==> src/key_value_table_macros.svh <==
// assertion macros for the key value table
`ifndef KEY_VALUE_TABLE_MACROS_SVH
`define KEY_VALUE_TABLE_MACROS_SVH

// same-cycle implication, checked on the rising clock edge outside reset
`define KVT_ASSERT_IMP(label, ante, cons) \
    label: assert property (@(posedge i_clk) disable iff (!i_rst_n) (ante) |-> (cons)) \
        else $error("key_value_table assertion failed");

// next-cycle implication, checked on the rising clock edge outside reset
`define KVT_ASSERT_NXT(label, ante, cons) \
    label: assert property (@(posedge i_clk) disable iff (!i_rst_n) (ante) |=> (cons)) \
        else $error("key_value_table assertion failed");

`endif

==> src/kvt_pkg.sv <==
// shared types and constants of the key value table
`default_nettype none

package kvt_pkg;

    // table size default and fixed field widths
    localparam int DEF_ENTRIES = 16;
    localparam int KEY_W       = 32;
    localparam int VAL_W       = 32;
    localparam int COUNT_W     = 5;

    // operation codes
    localparam logic [1:0] MODE_INSERT = 2'd0;
    localparam logic [1:0] MODE_SEARCH = 2'd1;
    localparam logic [1:0] MODE_DELETE = 2'd2;

    // request transaction
    typedef struct packed {
        logic [1:0]              mode;
        logic signed [KEY_W-1:0] key;
        logic signed [VAL_W-1:0] value;
    } t_req;

    // result transaction
    typedef struct packed {
        logic                    found;
        logic signed [VAL_W-1:0] value_out;
        logic [COUNT_W-1:0]      entry_count;
        logic                    table_full;
    } t_rsp;

    // commands from the controller to the datapath
    typedef struct packed {
        logic accept;
        logic clear;
        logic scan;
        logic act;
    } t_dp_cmd;

endpackage

`default_nettype wire

==> src/key_value_table.sv <==
// top level of the key value table
//
// Bounded key-value map of ENTRIES slots. A request (mode, key, value) is
// taken on a rising edge with start high and busy low; busy then stays high
// while the request is worked on. Insert stores a new key in the lowest free
// slot or updates the value of a key already present, search returns the
// stored value, delete removes the key and returns its old value.
// Every request gives one result on o_rsp, marked by o_valid for one cycle.
// The slot memories have one read port, so the scan reads one slot a cycle:
// the scan states are followed by a last read state and an update state, in
// which the result is registered. It is taken at the edge that ends its strobe
// cycle; busy is low again in that cycle, so the next request can be taken at
// that same edge.
// After reset a clearing pass marks every slot free, one slot a cycle; busy
// stays high during the pass and no request is taken meanwhile.
// The receiver cannot stall: each result must be taken in its strobe cycle.
// The entry count on the result is the count modulo 32.
`default_nettype none
`include "key_value_table_macros.svh"

module key_value_table
    import kvt_pkg::*;
#(
    parameter int ENTRIES = DEF_ENTRIES,
    localparam int IDX_W  = $clog2(ENTRIES)
) (
    input  wire logic i_clk,
    input  wire logic i_rst_n,
    input  wire logic start,
    output logic      busy,
    input  wire t_req i_req,
    output logic      o_valid,
    output t_rsp      o_rsp
);

    t_dp_cmd          cmd;
    logic [IDX_W-1:0] addr;

    // sequencing of clear, scan and update
    kvt_ctrl #(
        .ENTRIES (ENTRIES)
    ) u_ctrl (
        .i_clk   (i_clk),
        .i_rst_n (i_rst_n),
        .start   (start),
        .busy    (busy),
        .o_cmd   (cmd),
        .o_addr  (addr)
    );

    // slot storage and result generation
    kvt_datapath #(
        .ENTRIES (ENTRIES)
    ) u_datapath (
        .i_clk   (i_clk),
        .i_rst_n (i_rst_n),
        .i_cmd   (cmd),
        .i_addr  (addr),
        .i_req   (i_req),
        .o_valid (o_valid),
        .o_rsp   (o_rsp)
    );

    // checks on sequencing and result consistency
    `KVT_ASSERT_NXT(a_accept_busy, start && !busy, busy)
    `KVT_ASSERT_NXT(a_single_strobe, o_valid, !o_valid)
    `KVT_ASSERT_IMP(a_result_when_idle, o_valid, !busy)
    `KVT_ASSERT_IMP(a_full_not_found, o_valid && o_rsp.table_full,
        !o_rsp.found && (o_rsp.value_out == '0))

endmodule

`default_nettype wire

==> src/kvt_ctrl.sv <==
// controller of the key value table: clearing pass, slot scan and update sequencing
`default_nettype none

module kvt_ctrl
    import kvt_pkg::*;
#(
    parameter int ENTRIES = DEF_ENTRIES,
    localparam int IDX_W  = $clog2(ENTRIES)
) (
    input  wire logic             i_clk,
    input  wire logic             i_rst_n,
    input  wire logic             start,
    output logic                  busy,
    output t_dp_cmd               o_cmd,
    output logic [IDX_W-1:0]      o_addr
);

    localparam logic [2:0] S_IDLE  = 3'd0;
    localparam logic [2:0] S_CLEAR = 3'd1;
    localparam logic [2:0] S_SCAN  = 3'd2;
    localparam logic [2:0] S_LAST  = 3'd3;
    localparam logic [2:0] S_ACT   = 3'd4;

    localparam logic [IDX_W-1:0] LAST_IDX = IDX_W'(ENTRIES - 1);

    logic [2:0]       r_state, n_state;
    logic [IDX_W-1:0] r_addr, n_addr;
    logic             accept;

    assign accept = start && (r_state == S_IDLE);
    assign busy   = (r_state != S_IDLE);

    // next state and slot counter
    always_comb begin
        n_state = r_state;
        n_addr  = r_addr;
        case (r_state)
            S_IDLE: begin
                if (accept) begin
                    n_state = S_SCAN;
                    n_addr  = '0;
                end
            end
            S_CLEAR: begin
                if (r_addr == LAST_IDX) begin
                    n_state = S_IDLE;
                    n_addr  = '0;
                end else begin
                    n_addr = r_addr + 1'b1;
                end
            end
            S_SCAN: begin
                if (r_addr == LAST_IDX) begin
                    n_state = S_LAST;
                    n_addr  = '0;
                end else begin
                    n_addr = r_addr + 1'b1;
                end
            end
            S_LAST: begin
                n_state = S_ACT;
            end
            S_ACT: begin
                n_state = S_IDLE;
            end
            default: begin
                n_state = S_IDLE;
                n_addr  = '0;
            end
        endcase
    end

    // state registers, reset starts the clearing pass
    always_ff @(posedge i_clk) begin
        if (!i_rst_n) begin
            r_state <= S_CLEAR;
            r_addr  <= '0;
        end else begin
            r_state <= n_state;
            r_addr  <= n_addr;
        end
    end

    // datapath commands
    always_comb begin
        o_cmd.accept = accept;
        o_cmd.clear  = (r_state == S_CLEAR);
        o_cmd.scan   = (r_state == S_SCAN);
        o_cmd.act    = (r_state == S_ACT);
    end

    assign o_addr = r_addr;

endmodule

`default_nettype wire

==> src/kvt_datapath.sv <==
// datapath of the key value table: slot memories, match and free search, result register
`default_nettype none

module kvt_datapath
    import kvt_pkg::*;
#(
    parameter int ENTRIES = DEF_ENTRIES,
    localparam int IDX_W  = $clog2(ENTRIES),
    localparam int CNT_W  = $clog2(ENTRIES + 1)
) (
    input  wire logic             i_clk,
    input  wire logic             i_rst_n,
    input  wire t_dp_cmd          i_cmd,
    input  wire logic [IDX_W-1:0] i_addr,
    input  wire t_req             i_req,
    output logic                  o_valid,
    output t_rsp                  o_rsp
);

    // slot memories
    logic [KEY_W-1:0] r_key_mem [ENTRIES];
    logic [VAL_W-1:0] r_val_mem [ENTRIES];
    logic             r_vld_mem [ENTRIES];

    // registered read data and its slot index
    logic [KEY_W-1:0] r_key_q;
    logic [VAL_W-1:0] r_val_q;
    logic             r_vld_q;
    logic             r_q_en;
    logic [IDX_W-1:0] r_q_idx;

    // captured request and scan outcome
    t_req             r_req;
    logic             r_hit, r_free;
    logic [IDX_W-1:0] r_hit_idx, r_free_idx;
    logic [VAL_W-1:0] r_hit_val;
    logic [CNT_W-1:0] r_count, n_count;
    logic             r_valid;
    t_rsp             r_rsp;

    logic             is_ins, is_srch, is_del;
    logic             ins_new, upd, del, refused;
    logic             match, free_slot;
    logic             vld_we, vld_wd, val_we;
    logic [IDX_W-1:0] vld_wa, val_wa;

    assign is_ins  = (r_req.mode == MODE_INSERT);
    assign is_srch = (r_req.mode == MODE_SEARCH);
    assign is_del  = (r_req.mode == MODE_DELETE);

    // compare stage on the registered read data
    assign match     = r_q_en && r_vld_q && (r_key_q == r_req.key);
    assign free_slot = r_q_en && !r_vld_q;

    // update decisions once the scan has finished
    assign ins_new = i_cmd.act && is_ins && !r_hit && r_free;
    assign upd     = i_cmd.act && is_ins && r_hit;
    assign del     = i_cmd.act && is_del && r_hit;
    assign refused = is_ins && !r_hit && !r_free;

    // write port selection
    assign vld_we = i_cmd.clear || ins_new || del;
    assign vld_wa = i_cmd.clear ? i_addr : (ins_new ? r_free_idx : r_hit_idx);
    assign vld_wd = ins_new;
    assign val_we = ins_new || upd;
    assign val_wa = ins_new ? r_free_idx : r_hit_idx;

    // entry count after this transaction
    always_comb begin
        n_count = r_count;
        if (ins_new) begin
            n_count = r_count + 1'b1;
        end else if (del && (r_count != '0)) begin
            n_count = r_count - 1'b1;
        end
    end

    // memory writes and registered reads
    always_ff @(posedge i_clk) begin
        if (vld_we) begin
            r_vld_mem[vld_wa] <= vld_wd;
        end
        if (ins_new) begin
            r_key_mem[r_free_idx] <= r_req.key;
        end
        if (val_we) begin
            r_val_mem[val_wa] <= r_req.value;
        end
        r_vld_q <= r_vld_mem[i_addr];
        r_key_q <= r_key_mem[i_addr];
        r_val_q <= r_val_mem[i_addr];
    end

    // control state of the scan and result strobe
    always_ff @(posedge i_clk) begin
        if (!i_rst_n) begin
            r_q_en  <= 1'b0;
            r_hit   <= 1'b0;
            r_free  <= 1'b0;
            r_count <= '0;
            r_valid <= 1'b0;
        end else begin
            r_q_en  <= i_cmd.scan;
            r_valid <= i_cmd.act;
            r_count <= n_count;
            if (i_cmd.accept) begin
                r_hit  <= 1'b0;
                r_free <= 1'b0;
            end else begin
                if (match) begin
                    r_hit <= 1'b1;
                end
                if (free_slot) begin
                    r_free <= 1'b1;
                end
            end
        end
    end

    // payload registers
    always_ff @(posedge i_clk) begin
        r_q_idx <= i_addr;
        if (i_cmd.accept) begin
            r_req <= i_req;
        end
        if (match && !r_hit) begin
            r_hit_idx <= r_q_idx;
            r_hit_val <= r_val_q;
        end
        if (free_slot && !r_free) begin
            r_free_idx <= r_q_idx;
        end
        if (i_cmd.act) begin
            r_rsp.found       <= (is_ins || is_srch || is_del) && r_hit;
            r_rsp.value_out   <= ((is_srch || is_del) && r_hit) ? r_hit_val : '0;
            r_rsp.entry_count <= COUNT_W'(n_count);
            r_rsp.table_full  <= refused;
        end
    end

    assign o_valid = r_valid;
    assign o_rsp   = r_rsp;

endmodule

`default_nettype wire

==> config.mk <==
export PLATFORM = sky130hd
export DESIGN_NAME = key_value_table
export DESIGN_NICKNAME = d
export VERILOG_FILES = /design/src/kvt_pkg.sv /design/src/key_value_table.sv /design/src/kvt_ctrl.sv /design/src/kvt_datapath.sv
export VERILOG_INCLUDE_DIRS = /design/src /design/src/src
export SDC_FILE = /design/constraint.sdc
export NUM_CORES = 1
export LEC_CHECK = 0
export BUFFER_PORTS_ARGS = -buffer_cell sky130_fd_sc_hd__buf_2
export CELL_PAD_IN_SITES_DETAIL_PLACEMENT = 1
export CELL_PAD_IN_SITES_GLOBAL_PLACEMENT = 1
export CORE_UTILIZATION = 50
export CTS_CLUSTER_DIAMETER = 80
export DETAILED_ROUTE_END_ITERATION = 10
export PLACE_DENSITY = 0.69
export SLEW_MARGIN = 5
export SYNTH_ARGS = -nofsm -noshare
export SYNTH_HDL_FRONTEND = slang
export SYNTH_SLANG_ARGS = --single-unit
==> constraint.sdc <==
create_clock -name i_clk -period 8 [get_ports i_clk]
set_input_delay 1.2 -clock i_clk [delete_from_list [all_inputs] [get_ports i_clk]]
set_output_delay 1.2 -clock i_clk [all_outputs]
set_load 0.02 [all_outputs]
==> results_dict.tcl <==
set metrics [dict create \
    hold_path_depth 0 \
    cp-end-kind "register" \
    routed-wl-met3_mm 4.58 \
    p_leak_nw 16.5 \
    timing.rr.start "u_datapath.r_hit" \
    slowest_stage "dfxtp_2" \
    final_area_um2 53000 \
    instances_no_fill 3492 \
    grt_pass1_wl_mm 149 \
    ys_types 55 \
    path_cells "and2b_1, nand2_1, inv_1, or3_1, a211o_1, nor2_4, buf_4" \
    post-route-period-util 0.502 \
    setup_violations 0 \
    tns_ps 0 \
    tightest_slew_ps 1290 \
    synthAdderAreaFrac 0.00160 \
    synth.area.top_cells "edfxtp_1, mux4_2, dfxtp_1, buf_6, xnor2_1" \
    drtIter0Drc 1810 \
    hold_path_end "u_datapath.r_hit_val[2]" \
    htree_levels 3 \
    num_vias 20500 \
    regArea_um2 37300 \
    run_status "complete, no violations" \
    start_util 0.508 \
    synth_top_family_by_area "multiplexers" \
    synth_ff_type "edfxtp_1" \
    max_stage_delay_ps 970 \
    yosysTopAreaCell "edfxtp_1" \
    peakVddDrop_uv 182 \
    hold_buffers 0 \
    highest_layer "met4" \
    cts-root-buf "clkbuf_16" \
    ys_ff_latch 1270 \
    r2r_end "u_datapath.r_val_mem[4][10]" \
    globalplace.congestion 0.779 \
    grt_pass1_vias 22400 \
    cp_max_fo 41 \
    ant_nets 0 \
    fin_skew_ps 30.7 \
    vias_per_cell 5.87 \
    avgRoutedWirePerCell_um 29.2 \
    dp_cells 3264 \
    synth_top_area_frac 0.759 \
    ys_warn_count 0 \
    drive_above_1_share 0.310 \
    synthXorXnorAreaFrac 0.00673 \
    dieArea_um2 95000 \
    routed_wl_mm 102 \
    layout.nets 2219 \
    critical_path_buf_inv_count 2 \
    insertion_delay_ps 700 \
    cts_buffers 121 \
    synth_area_per_cell_um2 24.0 \
    crit_start "u_datapath.r_hit" \
    async_reset_ff_frac 0 \
    hp-start "u_datapath.r_val_q[2]" \
    rsz0062_at_grt "no" \
    hold_slack_ps 392 \
    worstPathArrival_ps 4330 \
    die_h_um 308 \
    nFillCells 7680 \
    reg2reg_slack_ps 3980 \
    gr-total-overflow 0 \
    cts_buffer_depth 3 \
    synth_mux_area_frac 0.157 \
    grt_max_degree 89 \
    grt_use_total 0.219 \
    wl_met1_mm 40.7 \
    antenna_found_initial 3 \
    cts_tree "done" \
    firstDrtPassIters 5 \
    synth-edff-count 1185 \
    p_per_area_nw_per_um2 255 \
    hold_viol 0 \
    pin_count 110 \
    drv_cap 0 \
    wl_met2_mm 54.1 \
    r2r_cells 7 \
    place_area_um2 49000 \
    drc 0 \
    synth_compound_area_frac 0.00526 \
    slew_viol_final 0 \
    cts.repair.resized 0 \
    slew_headroom 0.132 \
    rows 111 \
    clk_pin_slew_ps 60 \
    area_growth_pct 13.1 \
    worst_path_dominant_cell_family "simple AND/OR/NAND/NOR gates" \
    netlist_area_um2 46900 \
    setup.worst_path.class "register to register" \
    port_buffers 109 \
    multi_input_area_um2 9190 \
    min_period_ps 4020 \
    fp.coreArea_um2 92200 \
    synth_nets 2032 \
    antenna_cells 0 \
    hpwl_mm 52.2 \
    post_cts_buffers 0 \
    timing.fmax_ghz 0.249 \
    startpoint_type "register" \
    ys_seq_area_frac 0.795 \
    synth_simple_gate_area_frac 0.0201 \
    die_w_um 308 \
    cts_sinks 1270 \
    synth_cells 1957 \
    worst_hold_path_type "register to register" \
    crit_required_ps 8310 \
]
-- placed cells by master, fill, tap and decap left out, types with 4 or more instances in the layout --
cell type and count:
a21oi_1 6, a31oi_1 6, and2_1 8, and3_1 33, buf_2 109, buf_4 44, bufinv_16 13, clkbuf_1 39
clkbuf_16 123, clkbuf_8 14, clkinv_1 9, clkinv_2 25, dfxtp_1 80, dfxtp_4 4, edfxtp_1 1185, ha_1 6
inv_1 13, mux4_1 7, mux4_2 318, nand2_1 15, nand2b_1 13, nand3_1 9, nand4_1 8, nor2_1 29
nor2_4 27, nor3_1 6, nor3_2 4, o21ai_0 8, or3_1 4, xnor2_1 30, xor2_1 6
-- how the worst max path moves through the flow --
stage,slack [ps],end,cells after the start
after floorplan,3880,u_datapath.r_key_mem[0][0],8
after global placement,4190,u_datapath.r_val_mem[4][20],7
after detailed placement,4040,u_datapath.r_val_mem[4][20],7
after CTS,3990,u_datapath.r_val_mem[4][10],7
after global routing,3800,u_datapath.r_val_mem[4][10],7
final,3980,u_datapath.r_val_mem[4][10],7
-- flip-flops by register name, summed over array words and instances (netlist names), 4 cells and up --
name,cells
u_datapath.r_val_mem,512
u_datapath.r_q_idx,4
u_datapath.r_hit_val,32
u_ctrl.o_addr,4
u_datapath.r_req,66
u_datapath.r_hit_idx,4
u_datapath.r_free_idx,4
u_datapath.r_vld_mem,16
u_datapath.o_rsp,39
u_datapath.r_key_q,32
u_datapath.r_count,5
u_datapath.r_val_q,32
u_datapath.r_key_mem,512
-- metrics by stage --
| step | setup WS [ps] | power (mW) | utilization |
|---|---|---|---|
| floorplan | 3880 | 7.79 | - |
| global placement | 4190 | 7.90 | 0.531 |
| detailed placement | 4040 | 7.91 | 0.531 |
| CTS | 3990 | 13.6 | 0.575 |
| global route | 3800 | 13.9 | 0.575 |
| finish | 3980 | 13.5 | 0.575 |
-- layer usage --
| layer | GRT usage | up-vias |
|---|---|---|
| met5 | 0 | - |
| met4 | 0.0662 | 0 |
| met3 | 0.0291 | 152 |
| met2 | 0.388 | 567 |
| met1 | 0.283 | 11200 |
| li1 | - | 8628 |
-- worst register-to-register path: stages (launching register included) --
cell and delay, ps:
dfxtp_2 970, and2b_1 330, nand2_1 310, inv_1 390, or3_1 490, a211o_1 410
nor2_4 140, buf_4 560
-- report_power, final --
part / switching, mW / leakage (nW) / internal [mW]
registers: 0.0532 / 11.3 / 7.21
clock network: 2.37 / 1.98 / 3.37
logic: 0.209 / 3.21 / 0.286
total: 2.63 / 16.5 / 10.9
-- cells by family after synthesis --
group | Yosys count
fa+ha+maj | 6
mux | 326
simple gates | 177
buf+inv | 104
compound gates | 38
xor+xnor | 36
flops | 1270
-- area by class of cell --
| type | instances | area share |
|---|---|---|
| sequential | 1270 | 0.704 |
| multi-input combinational | 583 | 0.173 |
| clock buffer | 176 | 0.0644 |
| tap | 1243 | 0.0293 |
| timing repair buffer | 155 | 0.0173 |
| clock inverter | 52 | 0.0112 |
| inverter | 13 | 0.000920 |
-- cell usage after synthesis, types with 2 or more instances --
library cell  count
a21oi_1           7
nand3b_1          2
buf_12            3
xor2_1            6
nor2b_1           4
edfxtp_1       1185
a31oi_1           6
inv_1            13
nor3b_1           3
buf_2             5
and3_1           33
mux4_2          318
ha_1              6
nor2_1           56
nor4_1            2
mux4_1            7
and2_1            9
xnor2_1          30
o2bb2ai_1         2
buf_6            26
o211ai_1          2
nor3_1           10
nand4_1           8
or3_1             4
nand2b_1         13
nand2_1          15
dfxtp_1          85
o21ai_0           8
nand3_1           9
o21a_1            2
buf_1            10
clkbuf_1         45
Note: power is estimated with default switching activity, not from simulation.
